### config.mk
export PLATFORM = sky130hd
export DESIGN_NAME = key_bitmap_change_events
export DESIGN_NICKNAME = d
export VERILOG_FILES = /design/src/rtl/kbce_pkg.sv /design/src/rtl/kbce_scan.sv /design/src/rtl/key_bitmap_change_events.sv
export VERILOG_INCLUDE_DIRS = /design/src /design/src/rtl
export SDC_FILE = /design/constraint.sdc
export NUM_CORES = 1
export LEC_CHECK = 0
export BUFFER_PORTS_ARGS = -buffer_cell sky130_fd_sc_hd__buf_2
export CORE_MARGIN = 5
export CORE_UTILIZATION = 66
export CTS_BUF_LIST = sky130_fd_sc_hd__clkbuf_4 sky130_fd_sc_hd__clkbuf_8
export DETAILED_ROUTE_END_ITERATION = 10
export PLACE_DENSITY = 0.9
export SYNTH_ARGS = -nofsm -noshare
export SYNTH_HDL_FRONTEND = slang
export SYNTH_SLANG_ARGS = --single-unit
### constraint.sdc
create_clock -name clk -period 9.2 [get_ports clk]
set_clock_uncertainty 0.1 [all_clocks]
set_input_delay 1.38 -clock clk [delete_from_list [all_inputs] [get_ports clk]]
set_output_delay 1.38 -clock clk [all_outputs]
set_load 0.02 [all_outputs]
### src/rtl/key_bitmap_change_events_macros.svh
// Assertion macros used by the key bitmap change event RTL.
// Each macro expects clk and rst in the scope where it is used.
`ifndef KEY_BITMAP_CHANGE_EVENTS_MACROS_SVH
`define KEY_BITMAP_CHANGE_EVENTS_MACROS_SVH

// Same-cycle implication, checked outside reset.
`define KBCE_ASSERT_NOW(label, ant, cons) \
  label: assert property (@(posedge clk) disable iff (rst) (ant) |-> (cons)) \
    else $error("kbce assertion failed");

// Next-cycle implication, checked outside reset.
`define KBCE_ASSERT_NEXT(label, ant, cons) \
  label: assert property (@(posedge clk) disable iff (rst) (ant) |=> (cons)) \
    else $error("kbce assertion failed");

`endif

### src/rtl/kbce_pkg.sv
// Types and constants for the key bitmap change event block.
// No dependencies.
package kbce_pkg;

  localparam int BITMAP_W = 40;
  localparam int REASON_W = 8;
  localparam int KEY_ROW_W = 4;
  localparam int KEY_COL_W = 3;
  localparam int CFG_INDEX_W = 2;
  localparam int CFG_DATA_W = 8;

  localparam logic ACTION_APPLY = 1'b0;
  localparam logic ACTION_INVALIDATE = 1'b1;

  localparam logic [CFG_INDEX_W-1:0] REG_THIS_HALF_LEFT = 2'd0;
  localparam logic [CFG_INDEX_W-1:0] REG_REPLAY_CODE_OPEN = 2'd1;
  localparam logic [CFG_INDEX_W-1:0] REG_REPLAY_CODE_GAP = 2'd2;

  localparam logic [REASON_W-1:0] REPLAY_CODE_OPEN_RESET = 8'h02;
  localparam logic [REASON_W-1:0] REPLAY_CODE_GAP_RESET = 8'h05;

  typedef struct packed {
    logic                action;
    logic [REASON_W-1:0] reason;
    logic [BITMAP_W-1:0] pressed_bits;
  } snap_item_t;

  typedef struct packed {
    logic [KEY_ROW_W-1:0] key_row;
    logic [KEY_COL_W-1:0] key_col;
    logic                 key_pressed;
    logic                 last_event;
  } evt_item_t;

  typedef struct packed {
    logic                load;
    logic                left;
    logic [BITMAP_W-1:0] changed;
    logic [BITMAP_W-1:0] pressed;
  } scan_load_t;

endpackage

### src/rtl/kbce_scan.sv
// Key scanner: shifts event/pressed masks one key per cycle unless stalled.
// Depends on kbce_pkg and key_bitmap_change_events_macros.svh.
`include "key_bitmap_change_events_macros.svh"

module kbce_scan #(
  parameter int ROWS_PER_HALF = 5,
  parameter int COLUMNS = 8
) (
  input  logic                  clk,
  input  logic                  rst,
  input  kbce_pkg::scan_load_t  load,
  input  logic                  take,
  output logic                  busy,
  output logic                  emit,
  output kbce_pkg::evt_item_t   evt_next
);

  localparam int MatrixKeys = ROWS_PER_HALF * COLUMNS;
  localparam int ScanKeys = (MatrixKeys < kbce_pkg::BITMAP_W) ? MatrixKeys : kbce_pkg::BITMAP_W;
  localparam int ColW = (COLUMNS > 1) ? $clog2(COLUMNS) : 1;
  localparam int RowW = $clog2(2 * ROWS_PER_HALF);

  logic [ScanKeys-1:0] ev;
  logic [ScanKeys-1:0] now;
  logic [ColW-1:0]     col;
  logic [RowW-1:0]     row;
  logic [ScanKeys-1:0] ev_rest;
  logic                advance;

  assign busy = (ev != '0);
  assign ev_rest = ev >> 1;
  assign advance = busy && (!ev[0] || take);
  assign emit = ev[0] && take;

  always_comb begin
    evt_next.key_row = kbce_pkg::KEY_ROW_W'(row);
    evt_next.key_col = kbce_pkg::KEY_COL_W'(col);
    evt_next.key_pressed = now[0];
    evt_next.last_event = (ev_rest == '0);
  end

  always_ff @(posedge clk) begin
    if (rst) begin
      ev <= '0;
    end else if (load.load) begin
      ev <= load.changed[ScanKeys-1:0];
      now <= load.pressed[ScanKeys-1:0];
      col <= '0;
      row <= load.left ? RowW'(ROWS_PER_HALF) : '0;
    end else if (advance) begin
      ev <= ev_rest;
      now <= now >> 1;
      if (col == ColW'(COLUMNS - 1)) begin
        col <= '0;
        row <= row + 1'b1;
      end else begin
        col <= col + 1'b1;
      end
    end
  end

  `KBCE_ASSERT_NOW(a_load_when_idle, load.load, !busy)
  `KBCE_ASSERT_NEXT(a_last_ends_scan, emit && evt_next.last_event, !busy)
  `KBCE_ASSERT_NEXT(a_more_after_non_last, emit && !evt_next.last_event, busy)

endmodule

### src/rtl/key_bitmap_change_events.sv
// Top level of the key bitmap change event block: configuration registers,
// stored bitmap, input handshake and output register. Depends on kbce_pkg, kbce_scan.
//
// An apply item is scanned one key per cycle in row-major order by a shift
// sequencer, which holds while the output is stalled and stops as soon as
// no event remains. An invalidate item or a snapshot with no events leaves
// snap_ready high, so the next item can be accepted. snap_ready is low while
// a scan is in progress; the output register lets the next item enter while
// the last event still waits to be taken.
module key_bitmap_change_events #(
  parameter int ROWS_PER_HALF = 5,
  parameter int COLUMNS = 8
) (
  input  logic                                  clk,
  input  logic                                  rst,
  input  logic                                  snap_valid,
  output logic                                  snap_ready,
  input  kbce_pkg::snap_item_t                  snap,
  output logic                                  evt_valid,
  input  logic                                  evt_ready,
  output kbce_pkg::evt_item_t                   evt,
  input  logic                                  wr_en,
  input  logic [kbce_pkg::CFG_INDEX_W-1:0]      wr_index,
  input  logic [kbce_pkg::CFG_DATA_W-1:0]       wr_data
);

  logic                              this_half_left;
  logic [kbce_pkg::REASON_W-1:0]     replay_code_open;
  logic [kbce_pkg::REASON_W-1:0]     replay_code_gap;
  logic [kbce_pkg::BITMAP_W-1:0]     prior_bitmap;
  logic                              prior_valid;
  logic [kbce_pkg::BITMAP_W-1:0]     prior_map;
  logic                              replay;
  logic                              accept;
  logic                              busy;
  logic                              emit;
  logic                              take;
  kbce_pkg::scan_load_t              load;
  kbce_pkg::evt_item_t               evt_next;

  assign snap_ready = !busy;
  assign accept = snap_valid && snap_ready;
  assign take = !evt_valid || evt_ready;
  assign prior_map = prior_valid ? prior_bitmap : '0;
  assign replay = (snap.reason == replay_code_open) || (snap.reason == replay_code_gap);

  always_comb begin
    load.load = accept && (snap.action == kbce_pkg::ACTION_APPLY);
    load.left = this_half_left;
    load.pressed = snap.pressed_bits;
    load.changed = (snap.pressed_bits ^ prior_map) | (replay ? snap.pressed_bits : '0);
  end

  kbce_scan #(
    .ROWS_PER_HALF(ROWS_PER_HALF),
    .COLUMNS(COLUMNS)
  ) u_scan (
    .clk(clk),
    .rst(rst),
    .load(load),
    .take(take),
    .busy(busy),
    .emit(emit),
    .evt_next(evt_next)
  );

  always_ff @(posedge clk) begin
    if (rst) begin
      this_half_left <= 1'b0;
      replay_code_open <= kbce_pkg::REPLAY_CODE_OPEN_RESET;
      replay_code_gap <= kbce_pkg::REPLAY_CODE_GAP_RESET;
    end else if (wr_en) begin
      unique case (wr_index)
        kbce_pkg::REG_THIS_HALF_LEFT: this_half_left <= wr_data[0];
        kbce_pkg::REG_REPLAY_CODE_OPEN: replay_code_open <= wr_data;
        kbce_pkg::REG_REPLAY_CODE_GAP: replay_code_gap <= wr_data;
        default: ;
      endcase
    end
  end

  always_ff @(posedge clk) begin
    if (rst) begin
      prior_bitmap <= '0;
      prior_valid <= 1'b0;
    end else if (accept) begin
      if (snap.action == kbce_pkg::ACTION_INVALIDATE) begin
        prior_valid <= 1'b0;
      end else begin
        prior_bitmap <= snap.pressed_bits;
        prior_valid <= 1'b1;
      end
    end
  end

  always_ff @(posedge clk) begin
    if (rst) begin
      evt_valid <= 1'b0;
    end else if (emit) begin
      evt_valid <= 1'b1;
    end else if (evt_ready) begin
      evt_valid <= 1'b0;
    end
  end

  always_ff @(posedge clk) begin
    if (emit) begin
      evt <= evt_next;
    end
  end

endmodule
# [Yosys cells after proc, flatten, opt, wreduce, memory -nomap -nowiden]
# Cells that the tools add are included.
# W data, S select, Z words.
[word_totals] input_bits=64 reg_bits=155 word_cells=62 output_inout_bits=11
[op_classes] n_eq_ne=5 reduce_logical=22 add_sub_neg=2 muxes=15 n_bitwise=4
[ops] op="$mux W40" n=6
[ops] op="$logic_not A40 Y1" n=1
[ops] op="$or A40 B40 Y40" n=1
[ops] op="$reduce_bool A40 Y1" n=1
[ops] op="$xor A40 B40 Y40" n=1
[ops] op="$eq A8 B8 Y1" n=2
[ops] op="$mux W4" n=3
[ops] op="$reduce_and A2 Y1" n=5
[ops] op="$mux W3" n=3
[ops] op="$reduce_bool A2 Y1" n=3
[ops] op="$add A4 B1 Y4 const B" n=1
[ops] op="$logic_and A1 B1 Y1" n=4
[ops] op="$add A3 B1 Y3 const B" n=1
[ops] op="$eq A3 B3 Y1 const B" n=1
[ops] op="$logic_not A1 Y1" n=3
[ops] op="$logic_or A1 B1 Y1" n=3
[ops] op="$mux W1" n=3
[ops] op="$reduce_and A3 Y1" n=1
[ops] op="$eq A2 B1 Y1 const B" n=1
[ops] op="$eq A2 B2 Y1 const B" n=1
[ops] op="$logic_not A2 Y1" n=1
[ops] op="$not A1 Y1" n=2

# [Longest topological paths before layout]
# Gate-level depths: netlist (run 1).
[logic_depth] word_depth=6 ltp_mapped=7 ltp_nobuf=5

# [By module]
# Synthesis (run 1) repeated with hierarchy kept, for this count alone.
[hier_totals] hier_cells=726 hier_area_um2=7468.4
[modules_own_cells] module="kbce_scan" area_each_um2=4005.1 seq_area_each_um2=2212.1 instances=1 cells_each=315
[modules_own_cells] module="key_bitmap_change_events" area_each_um2=3463.3 seq_area_each_um2=1451.4 instances=1 cells_each=411

# [Worst setup path after synthesis (run 1)]
# OpenSTA, ideal clock, no wires.
[synth_path] kind="in2reg" startpoint="input snap[48] (netlist bit)" endpoint="register u_scan.col[0], enable pin" setup_slack_ps=4088 arrival_time_ps=4564 setup_ps=448 stages=6 required_time_ps=8652 path_buffers=2 cell_sequence="or3b_2 > or4_1 > buf_4 > buf_6 > o21ai_0 > nor2b_1"
[synth_between] elab_chain_cells=4
[synth_lines] element="from (decl)" line_no="key_bitmap_change_events.sv:18" source="input kbce_pkg::snap_item_t snap,"
[synth_lines] element="$not A1 Y1 (no source line)"
[synth_lines] element="$logic_and A1 B1 Y1" line_no="key_bitmap_change_events.sv:48" source="load.load = accept && (snap.action == kbce_pkg::ACTION_APPLY);"
[synth_lines] element="$reduce_bool A2 Y1 (no source line)"
[synth_lines] element="$reduce_and A2 Y1 (no source line)"
[synth_lines] element="to (signal assigned)" line_no="kbce_scan.sv:57" source="col <= col + 1'b1;"
[synth_lines] element="to (decl)" line_no="kbce_scan.sv:25" source="logic [ColW-1:0] col;"
# No other way between the ends.
# A chain may end at the register's enable or synchronous reset.

# [Worst setup path after layout (run 1)]
[layout_path] startpoint="input snap_valid" endpoint="register u_scan.now[23], enable pin"
[layout_between] elab_chain_cells=4
[layout_lines] element="from (decl)" line_no="key_bitmap_change_events.sv:16" source="input logic snap_valid,"
[layout_lines] element="$logic_and A1 B1 Y1" line_no="key_bitmap_change_events.sv:42" source="assign accept = snap_valid && snap_ready;"
[layout_lines] element="$logic_and A1 B1 Y1" line_no="key_bitmap_change_events.sv:48"
[layout_lines] element="$reduce_bool A2 Y1 (no source line)"
[layout_lines] element="$reduce_and A2 Y1 (no source line)"
[layout_lines] element="to (signal assigned)" line_no="kbce_scan.sv:47" source="now <= load.pressed[ScanKeys-1:0];"
[layout_lines] element="to (signal assigned)" line_no="kbce_scan.sv:52" source="now <= now >> 1;"
[layout_lines] element="to (decl)" line_no="kbce_scan.sv:24" source="logic [ScanKeys-1:0] now;"
# No other way between the ends.

==> metrics.txt, run 1 <==
post-placement cell count=893; status=complete, no violations; routability cong.=0.832; top cell type's share of synthesized area=27.3%; Tmin final=3.91 ns; setup tns final=0 ns; Starting Density=67.3%; gr ovfl total=0; Top-Level Pins=75; root buffer cell=clkbuf_8; Synth async-reset ratio=0%; initial antenna violation count=1; routed len/inst=17.4 um; Yosys warning total=0; Tightest Pin Transition=about 1.2 ns; top post-synthesis cells by area=dfxtp_1 (27%), edfxtp_1 (23%), mux2i_1 (7.2%), mux2_4 (5.4%), nand2_1 (4.0%); final number of hold-violating endpoints=0; vias in the first global route=around 5,700; Post-Synth Adder-Cell Area=less than 1%; crit path capture type=flop; reported max-cap violation count=0; Via-to-Cell Ratio=roughly 6.0; period utilization=42.5%; Critical R2R Capture=u_scan.now[23]; Post-DRT Antenna Nets=0; First DRT Iteration DRCs=a little over 500; Pwr Density=308 nW/um^2; synthesized area=7260 um^2; Synth Area in Simple Gates=14.4%; Fill cells=747; latest clock arrival within the worst-skew pair=0.46 ns; Post-synth EDFFs=56; TritonCTS clock tree=done; Reg2Reg Depth=5; Hold EP=evt[1]; Min-Delay Path Depth=0; syn avg cell area=10.2 um^2; cell accounting for the most synthesized area=dfxtp_1; Syn Inst Count=slightly above 700; Synth Area in Compound Gates=between 10% and 20%; Synthesized Nets=782; layout cells sized above 1=around a fifth; Core Rows=38; Crit path required time=about 9.2 ns; Max FO, Critical Path=43; Routed WL=16,100 um; Post-CTS Setup Inserts=0; GRT Total Usage=25.2%; R2R Path Start=u_scan.ev[13]; Synth cell types=40; Peak VDD IR=roughly 170 uV; number of synthesized register bits=around 160; fin. max-slew vios=0; Rel. slew slack=about 17%; footprint of the multi-input gates=~3400 um^2; Clock transition at path regs=0.08 ns; Hold Crit Start=u_scan.now[0]; htree depth=4; placed wire-length estimate=around 10,000 um; # setup viols final=0; Storage cell area=3660 um^2; RSZ-0062 raised after global routing=no; Fmax achieved=~260 MHz; NumNets Final=839; final std cells w/o fill=926; WS Path Type=input pin to flop; Floorplan Core Area=10,800 um^2; # DRC=0; number of CTS-inserted buffers=17; top cells by count, synth=dfxtp_1 (99), nand2_1 (78), nor2_1 (64); Die Y=around 110 um; CTS sink cnt=around 160; most common cell in the netlist=dfxtp_1; post-cts hold buffer count=0; mux cell area share after synthesis=14.6%; worst hold path class=flop to flop; CTS Buffer Depth=2; via count=5,592; Synth Area in XOR/XNOR=roughly 2.2%; pin count of the biggest net entering global routing=103; Layout Utilization=74.5%; Syn-to-layout area delta=10.8%; Die Wd=115 um; IO Port Bufs=74; CP arrival=3.87 ns; drt first pass iters=5; register-to-register path setup slack=5.64 ns; CTS resizes=0; crit start category=input pin; Leak Pwr=0.00336 uW; area of the die=~13,000 um^2; largest family of logic cells by synthesized area=compound AO/OA/AOI/OAI gates; Synth Flop Type=dfxtp_1; register area share after synthesis=approximately 50%; first-pass GRT wire length=26,500 um; PnR Total Power=2480 uW
## worst max path at each step
stage,from,cells past startpoint,slack [ns],endpoint
2_1_floorplan,snap[48],6,4.09,u_scan.col[0]
3_3_place_gp,snap_valid,5,4.90,u_scan.now[24]
3_5_place_dp,snap_valid,5,4.78,u_scan.now[21]
4_1_cts,snap_valid,5,5.31,u_scan.now[14]
5_1_grt,snap_valid,5,5.18,u_scan.col[2]
6_report,snap_valid,5,5.29,u_scan.now[23]
## routing by layer
layer  GRT usage (%)  up-vias  part of all wire [%]  wire (um)
met5               0        -                     0          0
met3            6.16       28                   5.3        849
met2            43.9      169                    51       8190
met1            30.2     2724                    42       6770
li1                -     2671                     -          -
met4            9.55        0                   1.6        265
## metrics by stage
step / instance area, um^2 / setup WS (ns) / hold WS (ns)
2_1_floorplan: 7260 / 4.09 / 0.300
3_3_place_gp: 7670 / 4.90 / 0.308
3_5_place_dp: 7670 / 4.78 / 0.317
4_1_cts: 8040 / 5.31 / 0.333
5_1_grt: 8040 / 5.18 / 0.344
6_report: 8040 / 5.29 / 0.333
## registers in the layout, summed over array words and instances (netlist names), 3 cells and up
signal / cells
u_scan.now: 40
evt: 9
replay_code_open: 8
u_scan.row: 4
replay_code_gap: 8
u_scan.col: 3
u_scan.ev: 40
prior_bitmap: 40
## logic make-up (layout without fill, tap and decap cells)
family	count (synthesis)	in the layout
other cells	0	1
buf+inv	49	119
compound gates	172	172
xor+xnor	18	18
simple gates	227	227
flops	155	155
mux	91	91
fa+ha+maj	3	3
## final cells by class
type                    count  area share (%)
flip-flops and latches    155            45.5
multi-input cells         511            42.0
repair buffers             82            5.35
clock buffers              21            3.36
well taps                 140            2.18
clock inverters            11            1.26
inverters                   5           0.233
diodes                      1          0.0311
## placed cells by master, fill, tap and decap left out, drive strengths merged, types with 3 or more instances in the layout
master,instances
dfxtp,99
buf,82
nand2,78
nor2,64
edfxtp,56
mux2i,52
a21oi,47
nand3,41
o21ai,41
o21a,39
mux2,39
a21o,38
clkbuf,21
nor4,12
xnor2,9
xor2,9
clkinv,9
nand3b,6
nand2b,6
inv,5
nand4,4
nor3b,4
nor3,3
a211o,3
ha,3
## worst max-delay path, stage by stage
cell and delay [ns]:
buf_2 0.12, or3b_2 0.45, or4_4 0.71, o21ai_0 0.17
nor2b_4 1.02
## power by group
part | internal (uW) | leakage [uW] | switching, uW | total (uW)
Combinational | 400 | 0.00182 | 475 | 875
Clock | 251 | 0.000200 | 237 | 488
Sequential | 1010 | 0.00133 | 103 | 1110
Total | 1660 | 0.00336 | 815 | 2480
Note: power is estimated with default switching activity, not from simulation.
==> run 2: changes to the inputs <==
--- a/config.mk
+++ b/config.mk
@@ -6,12 +6,13 @@
 export SDC_FILE = /design/constraint.sdc
 export NUM_CORES = 1
 export LEC_CHECK = 0
+export ABC_AREA = 1
 export BUFFER_PORTS_ARGS = -buffer_cell sky130_fd_sc_hd__buf_2
 export CORE_MARGIN = 5
-export CORE_UTILIZATION = 66
+export CORE_UTILIZATION = 55
 export CTS_BUF_LIST = sky130_fd_sc_hd__clkbuf_4 sky130_fd_sc_hd__clkbuf_8
 export DETAILED_ROUTE_END_ITERATION = 10
-export PLACE_DENSITY = 0.9
+export PLACE_DENSITY = 0.8
 export SYNTH_ARGS = -nofsm -noshare
 export SYNTH_HDL_FRONTEND = slang
 export SYNTH_SLANG_ARGS = --single-unit
==> constraint.sdc (replaced) <==
create_clock -name clk -period 3.4 [get_ports clk]
set_clock_uncertainty 0.1 [all_clocks]
set_input_delay 0.51 -clock clk [delete_from_list [all_inputs] [get_ports clk]]
set_output_delay 0.51 -clock clk [all_outputs]
set_load 0.02 [all_outputs]
==> run 2 against run 1 <==
Die area is 20% higher. Sequential cell count stayed put. Combinational power is 110% higher. Core utilization is 12 points lower. Worst hold slack worse by 0.15 ns. Non-clock buffer count is 3 higher. Synthesized cell count is 42% higher. Global-route usage is 5.7 points lower. Final cell count is 36% higher. First-iteration DRC count is 4.0% lower. Clock power grew to 3.1 times the previous value.
==> metrics.txt, run 2 <==
gr ovfl total=0 (unchanged); cell accounting for the most synthesized area=dfxtp_1; Die Wd=126 um (+9.8%); commonest non-fill, non-tap cells in the layout=nand2_1 (477), inv_1 (100), dfxtp_1 (99); Peak VDD IR=371 uV (+120%); area of the die=15,900 um^2 (+20%); latest clock arrival within the worst-skew pair=0.46 ns (about the same); most used cell, CP=nand2_1; Synthesized Nets=1,081 (+38%); R2R Path Start=u_scan.ev[11]; top post-synthesis cells by area=dfxtp_1 (27%), nand2_1 (24%), edfxtp_1 (23%), xnor2_1 (6.3%), inv_1 (5.1%); crit start category=flop; Hold EP=replay_code_open[1]; Min-Delay Path Depth=3 (+3); Post-CTS Setup Inserts=0 (unchanged); Post-DRT Antenna Nets=0 (unchanged); register area share after synthesis=49.4% (-1.0 points); Critical Path, Cell by Cell=nor3_1 -> nand2_1 -> nor2_1 -> nand4_4 -> nand2_1 -> inv_1 -> nor2_4; Pwr Density=765 nW/um^2 (+150%); First DRT Iteration DRCs=486 (-4.0%); number of CTS-inserted buffers=17 (unchanged); synthesized area=7410 um^2 (+2.1%); GRT Total Usage=19.5% (-5.7 points); Syn-to-layout area delta=12.2%; Synth cell types=26 (-35%); Yosys warning total=0 (unchanged); CP arrival=2.63 ns (-1.24 ns); IO Port Bufs=74 (unchanged); Via-to-Cell Ratio=4.88 (-19%); # DRC=0 (unchanged); status=complete, no violations; critical path's largest stage delay=0.97 ns (-0.05 ns); worst hold path class=input pin to flop; commonest non-fill, non-tap cell in the layout=nand2_1; cell area after layout=8310 um^2 (+3.3%); Fill cells=1,192 (+60%); vias in the first global route=5,674 (+0.27%); placed wire-length estimate=9910 um (-3.3%); CTS resizes=0 (unchanged); biggest regs=prior_bitmap x40, u_scan.ev x40, u_scan.now x40; crit path capture type=flop; routability cong.=0.791 (-4.9%); WS Path Type=flop to flop; pin count of the biggest net entering global routing=86 (-17%); initial antenna violation count=0 (-1); most common cell in the netlist=nand2_1; # setup viols final=0 (unchanged); number of synthesized register bits=155 (unchanged); reported max-cap violation count=0 (unchanged); Floorplan Core Area=13,200 um^2 (+23%); Synth async-reset ratio=0% (unchanged); post-cts hold buffer count=0 (unchanged); final number of hold-violating endpoints=0 (unchanged); Max FO, Critical Path=43 (unchanged); Syn Inst Count=1,014 (+42%); root buffer cell=clkbuf_8; drt first pass iters=5 (unchanged); Routed WL=15,400 um (-4.4%); Synth Flop Type=dfxtp_1; Crit path required time=3.37 ns (-5.80 ns); TritonCTS clock tree=done; Rel. slew slack=14.2% (-2.3 points); CP max-delay cell=nor2_4; period utilization=78.4%; syn avg cell area=7.31 um^2 (-28%); Die Y=126 um (+9.8%); CTS sink cnt=155 (unchanged); Storage cell area=3660 um^2 (unchanged); CP Launch Point=u_scan.ev[11]; CTS Buffer Depth=2 (unchanged); top cells by count, synth=nand2_1 (477), inv_1 (100), dfxtp_1 (99); Hold Crit Start=wr_data[1]; Fmax achieved=375 MHz; Reg2Reg Depth=7 (+2); top cell type's share of synthesized area=26.7% (-0.57 points); Post-synth EDFFs=56 (unchanged); DP Area=7870 um^2 (+2.7%); Leak Pwr=0.00401 uW (+19%); NumNets Final=1,139 (+36%); routed len/inst=12.2 um (-30%); Core Rows=42 (+11%); register-to-register path setup slack=0.73 ns (-4.91 ns); Tightest Pin Transition=1.28 ns (+0.0344 ns); layout cells sized above 1=11.3% (-8.3 points); setup tns final=0 ns (unchanged); via count=6,158 (+10%); footprint of the multi-input gates=3150 um^2 (-7.0%); RSZ-0062 raised after global routing=no; hold slack final=0.179 ns (-0.154 ns); diode count=0 (-1); htree depth=4 (unchanged); Top-Level Pins=75 (unchanged); Tmin final=2.67 ns; first-pass GRT wire length=25,500 um (-3.5%); fin. max-slew vios=0 (unchanged); Critical R2R Capture=u_scan.now[25]; Starting Density=56.0% (-11 points); Clock transition at path regs=0.08 ns (about the same)
run 2: kinds of logic (layout without fill, tap and decap cells):
family / Yosys count / in the layout / share of synthesized area [%]
buf+inv: 150 / 221 / 8.34
compound gates: 65 / 65 / 4.44
xor+xnor: 53 / 53 / 6.26
flops: 155 / 155 / 49.4
fa+ha+maj: 3 / 3 / 0.506
simple gates: 588 / 588 / 31.0
run 2: routing by layer:
metal,vias up,routed length [um],track usage [%]
li1,3226,-,-
met1,2769,6880,24.0
met2,144,7310,32.9
met3,19,945,5.38
met4,0,215,6.69
met5,-,0,0
run 2: area by class of cell:
| cell class | instances | share of cell area [%] |
|---|---|---|
| clock buffer | 20 | 3.24 |
| clock inverter | 12 | 2.05 |
| inverter | 104 | 4.70 |
| multi-input combinational | 709 | 37.9 |
| sequential | 155 | 44.1 |
| tap | 176 | 2.65 |
| timing repair buffer | 85 | 5.45 |
run 2: worst max-delay path, delay by kind of cell, from the launching register on:
family	cells	cell delay, ns
buffers and inverters	1	0.08
AND/OR/NAND/NOR	6	1.76
flip-flops	1	0.33
run 2: per-stage QoR:
step | cells | power (uW) | util, % | setup slack, ns
after floorplan | 1014 | 4280 | - | 0.497
after global placement | 1229 | 4820 | 59.5 | 0.811
after detailed placement | 1229 | 4880 | 59.5 | 0.682
after CTS | 1261 | 6410 | 62.8 | 0.662
after global routing | 1261 | 6630 | 62.8 | 0.529
final | 1261 | 6360 | 62.8 | 0.734
run 2: how the worst max path moves through the flow:
stage,endpoint,slack (ns),depth (start not counted)
floorplan,u_scan.col[0],0.50,9
global placement,u_scan.now[25],0.81,8
detailed placement,u_scan.now[20],0.68,7
CTS,u_scan.now[28],0.66,7
global route,u_scan.now[25],0.53,7
finish,u_scan.now[25],0.73,7
run 2: where the power goes:
group | total, uW | switching, uW | internal (uW)
registers | 3000 | 254 | 2740
clock network | 1510 | 673 | 842
logic | 1850 | 1260 | 590
